[src/sv/wwkc_pkg.sv]
// Package for the whole-word keyword counter: sizes, register map,
// the cell control struct and the separator test.
// No dependencies; every other file of the block depends on it.
package wwkc_pkg;

    localparam int MAX_KEYWORD_BYTES = 8;
    localparam int KEYWORD_BITS      = 8 * MAX_KEYWORD_BYTES;
    localparam int KEY_LEN_W         = 4;
    localparam int COUNT_W           = 32;
    localparam int CELL_IDX_W        = (MAX_KEYWORD_BYTES > 1) ? $clog2(MAX_KEYWORD_BYTES) : 1;
    localparam int APB_DATA_W        = 64;
    localparam int APB_ADDR_W        = 4;

    localparam logic [7:0] CHAR_SPACE   = 8'h20;
    localparam logic [7:0] CHAR_TAB     = 8'h09;
    localparam logic [7:0] CHAR_NEWLINE = 8'h0A;

    localparam logic [KEY_LEN_W-1:0] KEY_LEN_RESET = KEY_LEN_W'(1);

    // Register index, taken from bit 3 of the byte address (8-byte slots).
    typedef enum logic
    {
        REG_KEYWORD_BYTES  = 1'b0,
        REG_KEYWORD_LENGTH = 1'b1
    } reg_index_t;

    // Control broadcast to every cell in the chain.
    typedef struct packed
    {
        logic advance;  // accepted token byte: shift the prefix flags one cell on
        logic clear;    // token closed: drop all prefix flags
    } cell_ctrl_t;

    function automatic logic is_separator(input logic [7:0] b);
        return (b == CHAR_SPACE) || (b == CHAR_TAB) || (b == CHAR_NEWLINE);
    endfunction

endpackage

[src/sv/wwkc_if.sv]
// Handshake interfaces for the text input and the count output.
// Depends on wwkc_pkg for the count width.
interface wwkc_text_if;
    logic       valid;
    logic       ready;
    logic [7:0] text_byte;
    logic       end_of_text;

    modport source (output valid, output text_byte, output end_of_text, input ready);
    modport sink   (input valid, input text_byte, input end_of_text, output ready);
endinterface

interface wwkc_count_if;
    logic                           valid;
    logic                           ready;
    logic [wwkc_pkg::COUNT_W-1:0]   match_count;

    modport source (output valid, output match_count, input ready);
    modport sink   (input valid, input match_count, output ready);
endinterface

[src/sv/wwkc_cfg_regs.sv]
// APB-style register file holding the keyword bytes and keyword length.
// Depends on wwkc_pkg for the register map and widths.
module wwkc_cfg_regs
(
    input  logic                                 clk,
    input  logic                                 rst_n,
    input  logic                                 psel,
    input  logic                                 penable,
    input  logic                                 pwrite,
    input  logic [wwkc_pkg::APB_ADDR_W-1:0]      paddr,
    input  logic [wwkc_pkg::APB_DATA_W-1:0]      pwdata,
    output logic [wwkc_pkg::APB_DATA_W-1:0]      prdata,
    output logic                                 pready,
    output logic [wwkc_pkg::KEYWORD_BITS-1:0]    keyword_bytes,
    output logic [wwkc_pkg::KEY_LEN_W-1:0]       keyword_length
);
    import wwkc_pkg::*;

    logic [KEYWORD_BITS-1:0] keyword_bytes_reg;
    logic [KEY_LEN_W-1:0]    keyword_length_reg;
    logic                    wr_en;
    reg_index_t              reg_sel;

    assign pready  = 1'b1;
    assign wr_en   = psel && penable && pwrite;
    assign reg_sel = reg_index_t'(paddr[3]);

    always_ff @(posedge clk or negedge rst_n)
    begin
        if (!rst_n)
        begin
            keyword_bytes_reg  <= '0;
            keyword_length_reg <= KEY_LEN_RESET;
        end
        else if (wr_en)
        begin
            case (reg_sel)
                REG_KEYWORD_BYTES:  keyword_bytes_reg  <= pwdata[KEYWORD_BITS-1:0];
                REG_KEYWORD_LENGTH: keyword_length_reg <= pwdata[KEY_LEN_W-1:0];
                default: ;
            endcase
        end
    end

    always_comb
    begin
        case (reg_sel)
            REG_KEYWORD_BYTES:  prdata = APB_DATA_W'(keyword_bytes_reg);
            REG_KEYWORD_LENGTH: prdata = APB_DATA_W'(keyword_length_reg);
            default:            prdata = '0;
        endcase
    end

    assign keyword_bytes  = keyword_bytes_reg;
    assign keyword_length = keyword_length_reg;

endmodule

[src/sv/wwkc_cell.sv]
// One cell of the matching chain: holds the flag "the open token is exactly
// i+1 bytes long and equals the first i+1 keyword bytes". Depends on wwkc_pkg.
module wwkc_cell
(
    input  logic                    clk,
    input  logic                    rst_n,
    input  wwkc_pkg::cell_ctrl_t    ctrl,
    input  logic [7:0]              text_byte,
    input  logic [7:0]              key_byte,
    input  logic                    prev_ok,
    output logic                    ok,
    output logic                    ok_adv
);
    import wwkc_pkg::*;

    logic ok_reg;
    logic ok_next;

    // Flag this cell would take if the current byte extends the token.
    assign ok_adv = prev_ok && (text_byte == key_byte);

    always_comb
    begin
        ok_next = ok_reg;
        if (ctrl.clear)
        begin
            ok_next = 1'b0;
        end
        else if (ctrl.advance)
        begin
            ok_next = ok_adv;
        end
    end

    always_ff @(posedge clk or negedge rst_n)
    begin
        if (!rst_n)
        begin
            ok_reg <= 1'b0;
        end
        else
        begin
            ok_reg <= ok_next;
        end
    end

    assign ok = ok_reg;

endmodule

[src/sv/whole_word_keyword_counter_top.sv]
// Top level of the whole-word keyword counter: register file, matching chain,
// match counter and output register. Depends on wwkc_pkg, wwkc_if,
// wwkc_cfg_regs and wwkc_cell.
//
// Usage: text bytes arrive on text_in, one byte per transaction, with
// end_of_text marking the final byte of a stream. Tokens are separated by
// space, tab or newline; a token that equals the keyword counts as a match.
// The keyword (up to 8 bytes, first character in the lowest byte) and its
// length are written over the APB port at byte addresses 0 and 8; write them
// only while no stream is in flight.
// Throughput is one byte per cycle while no result is stalled on count_out.
// Each byte is compared in the cell chain, one cell per keyword position,
// in the cycle it is accepted. Only the end_of_text byte produces a result:
// the saturating match count shows on count_out in the cycle after that
// byte is accepted, and the counting state clears for the next stream.
// When count_out is stalled with a result waiting, text_in drops ready until
// the result is taken, then accepts again in the same cycle the result goes.
// Reset clears the count and the chain and sets the keyword to all zero
// bytes with length one.
module whole_word_keyword_counter_top
(
    input  logic                                 clk,
    input  logic                                 rst_n,
    wwkc_text_if.sink                            text_in,
    wwkc_count_if.source                         count_out,
    input  logic                                 psel,
    input  logic                                 penable,
    input  logic                                 pwrite,
    input  logic [wwkc_pkg::APB_ADDR_W-1:0]      paddr,
    input  logic [wwkc_pkg::APB_DATA_W-1:0]      pwdata,
    output logic [wwkc_pkg::APB_DATA_W-1:0]      prdata,
    output logic                                 pready
);
    import wwkc_pkg::*;

    logic [KEYWORD_BITS-1:0]      keyword_bytes;
    logic [KEY_LEN_W-1:0]         keyword_length;

    logic                         in_acc;
    logic                         byte_is_sep;
    cell_ctrl_t                   ctrl;
    logic [MAX_KEYWORD_BYTES-1:0] chain;
    logic [MAX_KEYWORD_BYTES-1:0] ok_vec;
    logic [MAX_KEYWORD_BYTES-1:0] adv_vec;

    logic                         at_start_reg;
    logic                         at_start_next;
    logic [COUNT_W-1:0]           running_count_reg;
    logic [COUNT_W-1:0]           running_count_next;
    logic                         out_valid_reg;
    logic                         out_valid_next;
    logic [COUNT_W-1:0]           out_count_reg;

    logic                         len_in_range;
    logic [CELL_IDX_W-1:0]        len_idx;
    logic                         close_match;
    logic [COUNT_W-1:0]           count_closed;

    wwkc_cfg_regs u_cfg
    (
        .clk            (clk),
        .rst_n          (rst_n),
        .psel           (psel),
        .penable        (penable),
        .pwrite         (pwrite),
        .paddr          (paddr),
        .pwdata         (pwdata),
        .prdata         (prdata),
        .pready         (pready),
        .keyword_bytes  (keyword_bytes),
        .keyword_length (keyword_length)
    );

    assign text_in.ready = !out_valid_reg || count_out.ready;
    assign in_acc        = text_in.valid && text_in.ready;
    assign byte_is_sep   = is_separator(text_in.text_byte);

    assign ctrl.advance = in_acc && !byte_is_sep;
    assign ctrl.clear   = in_acc && (byte_is_sep || text_in.end_of_text);

    // The first cell sees "token is empty" as its upstream flag.
    assign chain[0] = at_start_reg;

    for (genvar i = 0; i < MAX_KEYWORD_BYTES; i++)
    begin : g_cell
        wwkc_cell u_cell
        (
            .clk       (clk),
            .rst_n     (rst_n),
            .ctrl      (ctrl),
            .text_byte (text_in.text_byte),
            .key_byte  (keyword_bytes[8*i +: 8]),
            .prev_ok   (chain[i]),
            .ok        (ok_vec[i]),
            .ok_adv    (adv_vec[i])
        );
        if (i + 1 < MAX_KEYWORD_BYTES)
        begin : g_link
            assign chain[i+1] = ok_vec[i];
        end
    end

    assign len_in_range = (keyword_length >= KEY_LEN_W'(1)) &&
                          (keyword_length <= KEY_LEN_W'(MAX_KEYWORD_BYTES));
    assign len_idx      = CELL_IDX_W'(keyword_length - KEY_LEN_W'(1));

    // A separator closes the token held in the cells; a last token byte
    // closes the token that includes it.
    always_comb
    begin
        close_match = 1'b0;
        if (in_acc && len_in_range)
        begin
            if (byte_is_sep)
            begin
                close_match = ok_vec[len_idx];
            end
            else if (text_in.end_of_text)
            begin
                close_match = adv_vec[len_idx];
            end
        end
    end

    assign count_closed = (close_match && (running_count_reg != '1)) ?
                          running_count_reg + COUNT_W'(1) : running_count_reg;

    always_comb
    begin
        at_start_next      = at_start_reg;
        running_count_next = running_count_reg;
        out_valid_next     = out_valid_reg && !count_out.ready;
        if (in_acc)
        begin
            at_start_next      = byte_is_sep || text_in.end_of_text;
            running_count_next = text_in.end_of_text ? '0 : count_closed;
            if (text_in.end_of_text)
            begin
                out_valid_next = 1'b1;
            end
        end
    end

    always_ff @(posedge clk or negedge rst_n)
    begin
        if (!rst_n)
        begin
            at_start_reg      <= 1'b1;
            running_count_reg <= '0;
            out_valid_reg     <= 1'b0;
        end
        else
        begin
            at_start_reg      <= at_start_next;
            running_count_reg <= running_count_next;
            out_valid_reg     <= out_valid_next;
        end
    end

    always_ff @(posedge clk)
    begin
        if (in_acc && text_in.end_of_text)
        begin
            out_count_reg <= count_closed;
        end
    end

    assign count_out.valid       = out_valid_reg;
    assign count_out.match_count = out_count_reg;

    // A token has a single length, so at most one prefix flag can be set.
    a_one_prefix: assert property (@(posedge clk) disable iff (!rst_n)
        $onehot0(ok_vec))
        else $error("more than one cell holds a prefix match");

    // An empty token cannot hold any prefix match.
    a_start_empty: assert property (@(posedge clk) disable iff (!rst_n)
        at_start_reg |-> (ok_vec == '0))
        else $error("prefix flag set while no token is open");

    // The last byte of a stream always leaves a result waiting and clears the count.
    a_last_gives_result: assert property (@(posedge clk) disable iff (!rst_n)
        (in_acc && text_in.end_of_text) |=> (out_valid_reg && at_start_reg &&
                                             (running_count_reg == '0)))
        else $error("end of text did not produce a result and clear the count");

    // A waiting result is never overwritten by a new stream end.
    a_no_overwrite: assert property (@(posedge clk) disable iff (!rst_n)
        (out_valid_reg && !count_out.ready) |-> !in_acc)
        else $error("input accepted while a result is stalled");

endmodule
[src/flat_wrapper.sv]
// flat-port wrapper written by rule: the top's interface ports become plain ports
module whole_word_keyword_counter_top_flat import wwkc_pkg::*;
  (clk, rst_n, psel, penable, pwrite, paddr, pwdata, prdata, pready, text_in_valid, text_in_text_byte, text_in_end_of_text, text_in_ready, count_out_valid, count_out_match_count, count_out_ready);
  wwkc_text_if text_in_i ();
  wwkc_count_if count_out_i ();
  input  logic clk;
  input  logic rst_n;
  input  logic psel;
  input  logic penable;
  input  logic pwrite;
  input  logic [wwkc_pkg::APB_ADDR_W-1:0] paddr;
  input  logic [wwkc_pkg::APB_DATA_W-1:0] pwdata;
  output logic [wwkc_pkg::APB_DATA_W-1:0] prdata;
  output logic pready;
  input wire logic [$bits(text_in_i.valid)-1:0] text_in_valid;
  input wire logic [$bits(text_in_i.text_byte)-1:0] text_in_text_byte;
  input wire logic [$bits(text_in_i.end_of_text)-1:0] text_in_end_of_text;
  output wire logic [$bits(text_in_i.ready)-1:0] text_in_ready;
  output wire logic [$bits(count_out_i.valid)-1:0] count_out_valid;
  output wire logic [$bits(count_out_i.match_count)-1:0] count_out_match_count;
  input wire logic [$bits(count_out_i.ready)-1:0] count_out_ready;
  assign text_in_i.valid = text_in_valid;
  assign text_in_i.text_byte = text_in_text_byte;
  assign text_in_i.end_of_text = text_in_end_of_text;
  assign text_in_ready = text_in_i.ready;
  assign count_out_valid = count_out_i.valid;
  assign count_out_match_count = count_out_i.match_count;
  assign count_out_i.ready = count_out_ready;
  whole_word_keyword_counter_top u_core (.clk(clk), .rst_n(rst_n), .text_in(text_in_i), .count_out(count_out_i), .psel(psel), .penable(penable), .pwrite(pwrite), .paddr(paddr), .pwdata(pwdata), .prdata(prdata), .pready(pready));
endmodule
[config.mk]
export PLATFORM = sky130hd
export DESIGN_NAME = whole_word_keyword_counter_top_flat
export DESIGN_NICKNAME = d
export VERILOG_FILES = /design/src/sv/wwkc_pkg.sv /design/src/sv/wwkc_if.sv /design/src/sv/wwkc_cfg_regs.sv /design/src/sv/wwkc_cell.sv /design/src/sv/whole_word_keyword_counter_top.sv /design/src/flat_wrapper.sv
export SDC_FILE = /design/constraint.sdc
export NUM_CORES = 1
export LEC_CHECK = 0
export ABC_AREA = 1
export BUFFER_PORTS_ARGS = -buffer_cell sky130_fd_sc_hd__buf_2
export CAP_MARGIN = 0
export CORE_MARGIN = 2
export CORE_UTILIZATION = 35
export CTS_BUF_LIST = sky130_fd_sc_hd__clkbuf_2 sky130_fd_sc_hd__clkbuf_4 sky130_fd_sc_hd__clkbuf_8
export DETAILED_ROUTE_END_ITERATION = 10
export GPL_ROUTABILITY_DRIVEN = 0
export SLEW_MARGIN = 20
export SYNTH_ARGS = -nofsm -noshare
export SYNTH_HDL_FRONTEND = slang
export SYNTH_SLANG_ARGS = --single-unit
[constraint.sdc]
create_clock -name clk -period 4.1 [get_ports clk]
set_input_delay 0.82 -clock clk [delete_from_list [all_inputs] [get_ports clk]]
set_output_delay 0.82 -clock clk [all_outputs]
set_load 0.05 [all_outputs]
* After elaboration in Yosys (flattened, before gate mapping)
Cells that the tools add are included.
** Cells by class
- $add $sub $neg :: 2
- Magnitude comparators :: 3
- Eq/ne operators :: 12
- Muxes and demuxes :: 28
- Bitwise operators :: 1
- Reduce and logical (&&, ||, !) cells :: 28
** Operators with widths (number)
- $pmux W64 S2 :: 1
- $eq A8 B8 Y1 :: 8
- $mux W32 :: 2
- $add A32 B1 Y32 const B :: 1
- $ne A32 B32 Y1 const B :: 1
- $mux W1 :: 23
- $logic_and A1 B1 Y1 :: 18
- $eq A8 B4 Y1 const B :: 2
- $eq A8 B6 Y1 const B :: 1
- $bmux W1 S3 :: 2
- $ge A4 B1 Y1 const B :: 1
- $le A4 B4 Y1 const B :: 1
- $logic_or A1 B1 Y1 :: 4
- $lt A3 B4 Y1 const B :: 1
- $reduce_and A2 Y1 :: 2
- $logic_not A1 Y1 :: 3
- $sub A3 B1 Y3 const B :: 1
- $reduce_bool A2 Y1 :: 1
- $not A1 Y1 :: 1
** Storage, ports and cells
- Flip-flop bits (word level) :: 142
- Input bits :: 84
- Output and inout bits :: 99
- Word-level logic and storage cells :: 88

* Depth between registers and ports, before layout
Gate-level depths: netlist of the first run.
- Depth in word-level cells :: 10
- Mapped depth :: 19
- Gate-level depth less buffers :: 17

* By module
From an unflattened synthesis of the first run, not the netlist that was laid out.
** Second synthesis, totals
- Cell total of the unflattened synthesis :: 1374
- Area total of the unflattened synthesis :: 9155.0 µm²
** By module, submodules not included
- whole_word_keyword_counter_top :: instances 1, cells each 566, area an instance 4057.6 µm², seq. area each 1813.0 µm²
- wwkc_cfg_regs :: instances 1, cells each 440, area an instance 3255.6 µm², seq. area each 1702.9 µm²
- wwkc_cell :: instances 8, cells each 46, area an instance 230.2 µm², seq. area each 25.0 µm²

* Worst setup path after synthesis of the first run
No wires, ideal clock.
- Path type :: input -> register
- Start point :: input count_out_ready
- End point :: register u_core.out_count_reg[0], in the netlist u_core.count_out.match_count[0] (enable)
- Library setup time :: 0.421 ns
- Arrival time :: 3.158 ns
- Required time :: 3.679 ns
- Path slack :: 0.521 ns
- Cell stages on the path :: 6
- Buffers on the path :: 2
- Cells stage by stage :: inv_1 -> nand2_1 -> nand2_1 -> clkbuf_1 -> clkbuf_1 -> nor2_1
** On the way
- Word-level cells in the longest chain between the ends :: 3
** Ends and longest elaborated chain
- start: declaration :: line flat_wrapper.sv:21 : input wire logic [$bits(count_out_i.ready)-1:0] count_out_ready;
- $logic_or A1 B1 Y1 :: line whole_word_keyword_counter_top.sv:74 : assign text_in.ready = !out_valid_reg || count_out.ready;
- named net text_in_ready :: line flat_wrapper.sv:18 : output wire logic [$bits(text_in_i.ready)-1:0] text_in_ready;
- $logic_and A1 B1 Y1 :: line whole_word_keyword_counter_top.sv:75 : assign in_acc = text_in.valid && text_in.ready;
- $logic_and A1 B1 Y1 :: line whole_word_keyword_counter_top.sv:162 : if (in_acc && text_in.end_of_text)
- end signal: assignment :: line whole_word_keyword_counter_top.sv:164 : out_count_reg <= count_closed;
- end: declaration :: line whole_word_keyword_counter_top.sv:52 : logic [COUNT_W-1:0] out_count_reg;
The timed path passes the listed nets, and every way through them passes these cells.
A chain may end at the register's enable or synchronous reset.

* Worst setup path in the final report of the first run
- Start point :: register u_core.u_cfg.keyword_length_reg[0], in the netlist u_core.u_cfg.keyword_length[0]
- End point :: register u_core.out_count_reg[24], in the netlist u_core.count_out.match_count[24], data pin
** On the way
- Word-level cells in the longest chain between the ends :: 8
- Elaborated cells between the ends (all ways) :: 14
- Those cells by class :: add/sub: 1; order compare: 2; mux: 8; reduce/logical: 3
** Ends and longest elaborated chain
- start: declaration :: line wwkc_cfg_regs.sv:20 : logic [KEY_LEN_W-1:0] keyword_length_reg;
- start signal: assignment :: line wwkc_cfg_regs.sv:39 : REG_KEYWORD_LENGTH: keyword_length_reg <= pwdata[KEY_LEN_W-1:0];
- $sub A3 B1 Y3 :: line whole_word_keyword_counter_top.sv:105 : assign len_idx = CELL_IDX_W'(keyword_length - KEY_LEN_W'(1));
- $bmux W1 S3 :: line whole_word_keyword_counter_top.sv:120 : close_match = adv_vec[len_idx];
- $mux W1 (implied by the code) :: line whole_word_keyword_counter_top.sv:120
- $mux W1 :: line whole_word_keyword_counter_top.sv:118 : else if (text_in.end_of_text)
- $mux W1 :: line whole_word_keyword_counter_top.sv:114 : if (byte_is_sep)
- $mux W1 * :: line whole_word_keyword_counter_top.sv:112 : if (in_acc && len_in_range)
- $logic_and A1 B1 Y1 * :: line whole_word_keyword_counter_top.sv:125 : assign count_closed = (close_match && (running_count_reg != '1)) ?
- $mux W32 * :: line whole_word_keyword_counter_top.sv:125
- named net u_core.count_closed[24] :: line whole_word_keyword_counter_top.sv:57 : logic [COUNT_W-1:0] count_closed;
The timed path passes the listed nets; every way through them passes the cells marked *. The select of a mux whose other input is x is not followed.

==> results by group, run 1 <==
Cells and area
  • Most frequent cells in the layout: nand2_1, nor2_1, buf_2
  • Max FFs per register: 64
  • Area delta synth->final: 19.1%
  • Commonest non-fill, non-tap cell in the layout: nand2_1
  • Diode count: 0
  • Ratio of cells with drive above 1 in the final layout: 0.201
  • Final #Nets: approximately 1,400

Critical path
  • Cell chain of the critical path: inv_1, ha_1, xnor2_1, o221ai_1, nand3_1, nand2_1, inv_2, buf_4, nand4_1, and2_1
  • Delay-heaviest family, CP: buffers and inverters
  • CP required: 4.31 ns
  • Worst Setup End Kind: flop
  • CP bufs+invs: 3
  • Critical path class: flop to flop
  • CP max stage cell: dfstp_2
  • Critical Path AT: 3.24 ns
  • Largest stage delay, worst path: 0.54 ns
  • Critical path startpoint category: flop
  • CP Max Fanout: 25

Pwr
  • Pwr dens: 428 nW/um^2
  • Power, Total: 4.16 mW
  • Peak supply drop: 262 uV
  • Leak pwr: around 5.1 nW

STA
  • Setup WS post-layout: 1.07 ns
  • Min Tclk post-route: 3.03 ns
  • Crit share post-route: 0.738
  • Hold WS: approximately 0.46 ns
  • RSZ-0062 raised after global routing: false
  • Final Max Tran Viols: 0
  • Slew HR: 0.437
  • Setup TNS: 0 ns
  • Hold Fails Final Rpt: 0
  • Peak Freq: around 330 MHz
  • Actual slew at the worst max-slew pin: 0.844 ns
  • Worst clock skew: 0.0114 ns
  • Final setup vio count: 0

Flow run
  • Max cap viols: 0

Floorplan
  • Die W: 157 um
  • Die area: 24,600 um^2
  • Initial Utilization: 0.359
  • I/O Pins: 183
  • DIE HEIGHT: 157 um
  • Std cell rows: 55
  • Core area: 22,800 um^2

Route
  • Final WL: 22,300 um
  • Wire per inst: 13.9 um
  • Vias per cell: 4.71
  • DR pass1 iterations: 5
  • Starting DRT DRC Count: 467
  • Antenna viol nets, final: 0
  • DRC Markers: 0
  • Routed via count: 7,537

CTS
  • Worst-Skew Late Latency: 0.47 ns
  • CTS Buf Count: 17
  • CTS Sinks: ~140
  • Worst-path clk slew: 0.09 ns
  • CTS tree: yes
  • Post-cts sizing count: 0
  • Post-CTS Hold Buffers: 0
  • Root Driver: clkbuf_8
  • H-tree depth: 4
  • # Post-CTS Setup Buffers: 0
  • Maximum root-to-sink buffer count: 2

Synthesis
  • Post-synthesis sequential area ratio: 0.455
  • Synth cell types: 37
  • Post-synth net total: 1,203
  • Cells after Synth: roughly 1,100
  • Synth Warn #: 0
  • Mapped Avg Cell Area: 7.32 um^2
  • Synth Cell Area: 8170 um^2
  • Post-synthesis register bit count: between 100 and 150

Place
  • DP HPWL: about 16,000 um
  • IO buf count: 178
  • Place WS: 0.754 ns

Global routing
  • Wire length of the first global-routing pass: 35,300 um
  • Vias in the first global route: roughly 6,900
  • Initial antenna violation count: 2
  • Largest net degree at the start of global routing: 78
  • GRT Residual Overflow: 0
  • Total Routing Usage GR: 0.184

Worst hold path
  • Worst hold path type: primary input to asynchronous set/reset pin

Outcome
  • Status: complete, no violations
[cells by family (layout without fill, tap and decap cells)]
kind of cell | after synthesis | count (layout) | share of synthesized area
simple gates | 630 | 630 | 0.336
buf+inv | 204 | 374 | 0.106
compound gates | 118 | 118 | 0.0790
xor+xnor | 18 | 18 | 0.0193
flops | 142 | 142 | 0.455
other cells | 1 | 1 | 0.000459
fa+ha+maj | 3 | 3 | 0.00459
[metal layers]
metal  GRT usage  part of all wire
met1       0.235              0.45
met2       0.313              0.49
met3      0.0404             0.053
met4      0.0481             0.011
met5           0            0.0011
[power by group]
part,total [mW],internal (mW),switching (mW)
registers,1.70,1.60,0.0992
logic,1.21,0.314,0.895
clock network,1.25,0.670,0.581
total,4.16,2.59,1.58
[final cells by class]
type / instances / area [um^2]
multi-input combinational: 770 / 3600
clock inverter: 14 / 191
tap: 313 / 392
clock buffer: 18 / 241
timing repair buffer: 189 / 1010
inverter: 153 / 574
sequential: 142 / 3720
fill: 2431 / 13000
[cell usage after synthesis (all sizes together)]
cell,n,area (um^2)
nand3,71,370
a211oi,1,7.51
nor3,12,65.1
o221ai,2,17.5
ha,3,37.5
inv,153,574
xor2,10,87.6
and2,11,68.8
a21oi,73,377
o22ai,3,18.8
a221oi,1,15.0
a32o,1,10.0
dfrtp,108,2700
conb,1,3.75
xnor2,8,70.1
o21ai,31,155
clkbuf,26,97.6
and3,1,6.26
o211ai,5,37.5
nor4,2,12.5
nor2,183,687
nand3b,1,7.51
dfstp,2,52.6
buf,25,191
o31ai,1,7.51
edfxtp,32,961
nand4,39,363
nand2,310,1170
[stage by stage]
step                      instances  utilization  cell area, um^2
after global placement         1567        0.408             9300
after floorplan                1116            -             8170
after global routing           1599        0.427             9730
after CTS                      1599        0.427             9730
final                          1599        0.427             9730
after detailed placement       1567        0.408             9300
[final timing paths]
kind	startpoint	endpoint	slack, ns	cells past startpoint
max	u_core.u_cfg.keyword_length[0]$_DFFE_PN1P_	u_core.count_out.match_count[24]$_DFFE_PP_	1.07	10
min	rst_n	u_core.running_count_reg[7]$_DFFE_PN0P_	0.46	1
max reg2reg	u_core.u_cfg.keyword_length[0]$_DFFE_PN1P_	u_core.count_out.match_count[24]$_DFFE_PP_	1.07	10
min reg2reg	u_core.at_start_reg$_DFFE_PN1P_	u_core.at_start_reg$_DFFE_PN1P_	0.49	2
max in group asynchronous	rst_n	u_core.u_cfg.keyword_length[0]$_DFFE_PN1P_	2.83	2
min in group clk	u_core.at_start_reg$_DFFE_PN1P_	u_core.at_start_reg$_DFFE_PN1P_	0.49	2
No activity file was read; power rests on OpenSTA's default activity.
==> run 2: changes to the inputs <==
==> constraint.sdc (replaced) <==
create_clock -name clk -period 3 [get_ports clk]
set_input_delay 0.6 -clock clk [delete_from_list [all_inputs] [get_ports clk]]
set_output_delay 0.6 -clock clk [all_outputs]
set_load 0.05 [all_outputs]
==> results by group, run 2 (synthesized netlist as in run 1, its figures left out) <==
Outcome
  • Status: complete, no violations

Cells and area
  • Commonest non-fill, non-tap cell in the layout: nand2_1
  • Max FFs per register: 64 (unchanged)
  • End-of-flow core utilization: 0.431 (+0.00352)
  • Design area: 9810 um^2 (+0.82%)
  • Ratio of cells with drive above 1 in the final layout: 0.210 (+0.00982)
  • Area of the multi-input gates: 3600 um^2 (unchanged)
  • Fillers: 2,385 (-1.9%)
  • Most frequent cells in the layout: nand2_1, nor2_1, buf_2
  • Area delta synth->final: 20.1%
  • Diode count: 0 (unchanged)
  • Final #Nets: 1,377 (+1.3%)
  • Reg area: 3720 um^2 (unchanged)

Critical path
  • Critical Path AT: 2.91 ns (-0.33 ns)
  • Critical path class: flop to flop
  • CP Max Fanout: 27 (+8.0%)
  • Worst Setup End Kind: flop
  • Critical path startpoint category: flop
  • Worst R2R Start: u_core.u_cfg.keyword_length[0]$_DFFE_PN1P_
  • Critical Path Start: u_core.u_cfg.keyword_length[0]$_DFFE_PN1P_
  • CP required: 3.19 ns (-1.12 ns)

Floorplan
  • Initial Utilization: 0.359 (unchanged)
  • DIE HEIGHT: 157 um (unchanged)
  • Std cell rows: 55 (unchanged)
  • I/O Pins: 183 (unchanged)
  • Die area: 24,600 um^2 (unchanged)
  • Die W: 157 um (unchanged)
  • Core area: 22,800 um^2 (unchanged)

STA
  • Setup TNS: 0 ns (unchanged)
  • Hold Fails Final Rpt: 0 (unchanged)
  • Slew HR: 0.411 (-0.0264)
  • RSZ-0062 raised after global routing: false
  • Peak Freq: 368 MHz (+11%)
  • Min Tclk post-route: 2.71 ns (-0.312 ns)
  • Final setup vio count: 0 (unchanged)
  • Actual slew at the worst max-slew pin: 0.884 ns (+0.0397 ns)
  • Hold WS: 0.225 ns (-0.233 ns)
  • Crit share post-route: 0.905 (+0.167)
  • Worst clock skew: 0.0144 ns (+0.00302 ns)
  • Final Max Tran Viols: 0 (unchanged)

Global routing
  • GRT Residual Overflow: 0 (unchanged)
  • GR Util met1: 0.241 (+0.00632)
  • GR peak layer: met2
  • Initial antenna violation count: 2 (unchanged)
  • M2 GR Usage: 0.333 (+0.0201)
  • Vias in the first global route: 7,335 (+5.6%)
  • Wire length of the first global-routing pass: 37,000 um (+4.8%)
  • Met3 Use GR: 0.0418 (+0.00138)
  • Largest net degree at the start of global routing: 68 (-13%)
  • Total Routing Usage GR: 0.193 (+0.00950)

CTS
  • CTS Buf Count: 17 (unchanged)
  • Post-CTS Hold Buffers: 0 (unchanged)
  • Root Driver: clkbuf_8
  • Post-cts sizing count: 0 (unchanged)
  • # Post-CTS Setup Buffers: 0 (unchanged)
  • Worst-Skew Late Latency: 0.46 ns (about the same)
  • CTS Sinks: 142 (unchanged)
  • Maximum root-to-sink buffer count: 2 (unchanged)
  • Worst-path clk slew: 0.08 ns (about the same)
  • H-tree depth: 4 (unchanged)
  • CTS tree: yes

Route
  • DR pass1 iterations: 7 (+2)
  • Vias per cell: 4.69 (-0.41%)
  • Routed via count: 7,581 (+0.58%)
  • DRC Markers: 0 (unchanged)
  • Final WL: 22,800 um (+2.3%)
  • Starting DRT DRC Count: 406 (-13%)
  • Wire per inst: 14.1 um (+1.3%)
  • Antenna viol nets, final: 0 (unchanged)

Place
  • Placed Area: 9430 um^2 (+1.4%)
  • DP HPWL: 16,600 um (+5.3%)
  • IO buf count: 178 (unchanged)

Pwr
  • Switching power: 2.15 mW (+36%)
  • Sw frac: 0.385 (+0.00625)
  • Peak supply drop: 254 uV (-3.0%)
  • Clk pwr share: 0.279 (-0.022)
  • Pwr dens: 569 nW/um^2 (+33%)
  • Sequential power share: 0.418 (+0.009)
  • Internal: 3.43 mW (+33%)
  • Leak pwr: 5.18 nW (+1.2%)
  • Power, Total: 5.58 mW (+34%)
  • Logic pwr share: 0.303 (+0.012)

Worst hold path
  • Worst hold path type: primary input to asynchronous set/reset pin

Flow run
  • Max cap viols: 0 (unchanged)
[run 2: cell types whose count changed in the layout (fill, tap and decap cells not counted), sizes merged]
cell    previous run  this run
buf              189       206
clkbuf            18        21
bufinv             4         2
clkinv             4         2
[run 2: final cells by class]
cell class	instances	share of cell area
Clock buffer	21	0.0275
Clock inverter	10	0.0117
Inverter	153	0.0585
Multi-Input combinational cell	770	0.367
Sequential cell	142	0.379
Tap cell	313	0.0399
Timing Repair Buffer	206	0.116
[run 2: final timing paths]
check	endpoint	slack, ns	depth (start not counted)
max	u_core.count_out.match_count[12]$_DFFE_PP_	0.29	11
min in group clk	u_core.u_cfg.keyword_bytes[48]$_DFFE_PN0P_	0.37	3
max reg2reg	u_core.count_out.match_count[12]$_DFFE_PP_	0.29	11
min reg2reg	u_core.at_start_reg$_DFFE_PN1P_	0.48	2
max in group asynchronous	u_core.u_cfg.keyword_bytes[42]$_DFFE_PN0P_	1.93	2
min	u_core.running_count_reg[7]$_DFFE_PN0P_	0.23	1
[run 2: layer usage]
| metal | wire length [um] | vias up |
|---|---|---|
| li1 | - | 3862 |
| met3 | 1180 | 32 |
| met5 | 29 | - |
| met1 | 10200 | 3496 |
| met2 | 11000 | 187 |
| met4 | 383 | 4 |
[run 2: through the flow]
step,worst slack (ns),instances
final,0.286,1615
after detailed placement,0.126,1584
after global placement,0.144,1584
after floorplan,0.144,1116
after global routing,0.0657,1615
after CTS,0.330,1615
[run 2: critical path, cell delays in order, from the launching register on]
cell and delay, ns:
dfstp_2 0.54, inv_1 0.14, ha_1 0.27, xnor2_1 0.37
o221ai_1 0.19, nand3_1 0.14, nand2_1 0.07, inv_2 0.10
buf_4 0.33, nand3_1 0.12, nand2_1 0.07, nand2_1 0.10
[run 2: power by group through the flow]
stage          registers [mW]  logic [mW]  clock network, mW
3_5_place_dp             2.37        1.70                  0
5_1_grt                  2.36        1.86               1.67
4_1_cts                  2.34        1.70               1.59
3_3_place_gp             2.37        1.69                  0
2_1_floorplan            2.41        1.22                  0
6_report                 2.33        1.69               1.55
==> run 3: changes to the inputs <==
--- a/config.mk
+++ b/config.mk
@@ -8,6 +8,7 @@
 export ABC_AREA = 1
 export BUFFER_PORTS_ARGS = -buffer_cell sky130_fd_sc_hd__buf_2
 export CAP_MARGIN = 0
+export CORE_ASPECT_RATIO = 1.75
 export CORE_MARGIN = 2
 export CORE_UTILIZATION = 35
 export CTS_BUF_LIST = sky130_fd_sc_hd__clkbuf_2 sky130_fd_sc_hd__clkbuf_4 sky130_fd_sc_hd__clkbuf_8
==> results by group, run 3 (synthesized netlist as in run 1, its figures left out) <==
Route
  • DR pass1 iterations: 5 (-2)
  • WL met2: 13,300 um (+20%)
  • Antenna viol nets, final: 0 (unchanged)
  • Met1 WL: 8400 um (-17%)
  • Routed via count: 7,719 (+1.8%)
  • DRC Markers: 0 (unchanged)
  • Vias per cell: 4.80 (+2.3%)
  • Final WL: 23,300 um (+2.2%)
  • Wire per inst: 14.5 um (+2.7%)
  • Max layer used: met4
  • Starting DRT DRC Count: 375 (-7.6%)
  • Routed wire length on met3: 893 um (-24%)

Critical path
  • Worst Setup End Kind: flop
  • CP required: 3.22 ns (+0.03 ns)
  • Worst reg2reg path depth: 10 (-1)
  • Critical Path AT: 2.91 ns (about the same)
  • Critical path startpoint category: flop
  • RR Endpoint: u_core.count_out.match_count[26]$_DFFE_PP_
  • Worst R2R Start: u_core.u_cfg.keyword_length[0]$_DFFE_PN1P_
  • Critical path class: flop to flop
  • FF-to-FF setup slack: 0.30 ns (+0.02 ns)
  • CP Max Fanout: 40 (+48%)

CTS
  • # Post-CTS Setup Buffers: 0 (unchanged)
  • Root Driver: clkbuf_8
  • Maximum root-to-sink buffer count: 2 (unchanged)
  • CTS tree: yes
  • CTS Buf Count: 17 (unchanged)
  • CTS Sinks: 142 (unchanged)
  • Worst-path clk slew: 0.08 ns (about the same)
  • Post-cts sizing count: 0 (unchanged)
  • H-tree depth: 4 (unchanged)
  • Worst-Skew Late Latency: 0.47 ns (about the same)
  • Post-CTS Hold Buffers: 0 (unchanged)

Pwr
  • Leak pwr: 5.20 nW (+0.48%)
  • Pwr dens: 576 nW/um^2 (+1.3%)
  • Peak supply drop: 396 uV (+56%)

Global routing
  • GRT Residual Overflow: 0 (unchanged)
  • Vias in the first global route: 7,472 (+1.9%)
  • Initial antenna violation count: 2 (unchanged)
  • Wire length of the first global-routing pass: 37,400 um (+1.1%)
  • Largest net degree at the start of global routing: 51 (-25%)
  • Total Routing Usage GR: 0.195 (+0.00218)

Floorplan
  • Die W: 119 um (-24%)
  • Die area: 24,600 um^2 (+0.20%)
  • Core area: 23,100 um^2 (+1.6%)
  • DIE HEIGHT: 206 um (+31%)
  • Initial Utilization: 0.353 (-0.00572)
  • I/O Pins: 183 (unchanged)
  • Std cell rows: 74 (+35%)

Place
  • DP HPWL: 17,500 um (+5.2%)
  • IO buf count: 178 (unchanged)

STA
  • Hold Fails Final Rpt: 0 (unchanged)
  • Worst clock skew: 0.0117 ns (-0.00269 ns)
  • Actual slew at the worst max-slew pin: 0.517 ns (-0.367 ns)
  • Setup TNS: 0 ns (unchanged)
  • Final setup vio count: 0 (unchanged)
  • RSZ-0062 raised after global routing: false
  • Slew HR: 0.656 (+0.245)
  • Min Tclk post-route: 2.70 ns (-0.0168 ns)
  • Peak Freq: 371 MHz (+0.62%)
  • Final Max Tran Viols: 0 (unchanged)
  • Crit share post-route: 0.899 (-0.00560)
  • Hold WS: 0.0936 ns (-0.132 ns)

Flow run
  • Max cap viols: 0 (unchanged)

Cells and area
  • Final #Nets: 1,376 (-0.073%)
  • Commonest non-fill, non-tap cell in the layout: nand2_1
  • Most frequent cells in the layout: nand2_1, nor2_1, buf_2
  • Fillers: 2,484 (+4.2%)
  • Area delta synth->final: 20.7%
  • Ratio of cells with drive above 1 in the final layout: 0.208 (-0.00230)
  • Max FFs per register: 64 (unchanged)

Outcome
  • Status: complete, no violations

Worst hold path
  • Worst hold path type: primary input to asynchronous set/reset pin
-- run 3: cell count changes in the layout (fill, tap and decap cells not counted), moves of 3 or more --
cell,previous run,this run
buf_12,3,6
buf_4,26,22
clkbuf_4,3,0
clkinv_1,0,3
clkinv_2,2,6
-- run 3: worst max path at each step --
stage / from / endpoint / slack, ns / cells after the start
2_1_floorplan: u_core.count_out.valid$_DFF_PN0_ / u_core.count_out.match_count[0]$_DFFE_PP_ / 0.14 / 5
3_3_place_gp: text_in_text_byte[1] / u_core.count_out.match_count[26]$_DFFE_PP_ / 0.13 / 15
3_5_place_dp: text_in_text_byte[1] / u_core.count_out.match_count[26]$_DFFE_PP_ / 0.08 / 15
4_1_cts: u_core.u_cfg.keyword_length[0]$_DFFE_PN1P_ / u_core.count_out.match_count[26]$_DFFE_PP_ / 0.30 / 10
5_1_grt: u_core.running_count_reg[0]$_DFFE_PN0P_ / u_core.count_out.match_count[29]$_DFFE_PP_ / 0.12 / 14
6_report: u_core.u_cfg.keyword_length[0]$_DFFE_PN1P_ / u_core.count_out.match_count[26]$_DFFE_PP_ / 0.30 / 10
-- run 3: area by class of cell --
class                      count  area (um^2)  share of cell area
sequential                   142         3720               0.377
multi-input combinational    770         3600               0.366
timing repair buffer         205         1170               0.119
inverter                     153          574              0.0583
tap                          304          380              0.0386
clock buffer                  17          234              0.0237
clock inverter                15          176              0.0179
antenna                        1         2.50            0.000254
-- run 3: power by group --
part | total (mW) | internal (mW) | switching (mW)
clock | 1.64 | 0.886 | 0.757
combinational | 1.71 | 0.468 | 1.24
sequential | 2.33 | 2.19 | 0.137
-- run 3: per-stage QoR --
stage	setup slack [ns]	util	power, mW	cells	area (um^2)
floorplan	0.144	-	3.63	1116	8170
CTS	0.302	0.426	5.74	1606	9860
global placement	0.133	0.408	4.06	1574	9450
global route	0.125	0.426	5.98	1607	9860
detailed placement	0.0808	0.408	4.08	1574	9450
finish	0.303	0.426	5.68	1607	9860
-- run 3: critical path, stage by stage (launching register included) --
cell and delay, ns:
dfstp_2 0.54, inv_1 0.05, ha_1 0.21, xnor2_1 0.33, o221ai_1 0.19, nand3_1 0.12, nand2_1 0.07, inv_2 0.30
buf_12 0.27, nand4_1 0.14, and2_1 0.20
-- run 3: layer usage --
| layer | GRT usage | up-vias |
|---|---|---|
| met1 | 0.198 | 3630 |
| met4 | 0.0849 | 0 |
| met5 | 0 | - |
| met3 | 0.0384 | 43 |
| met2 | 0.381 | 185 |
| li1 | - | 3861 |
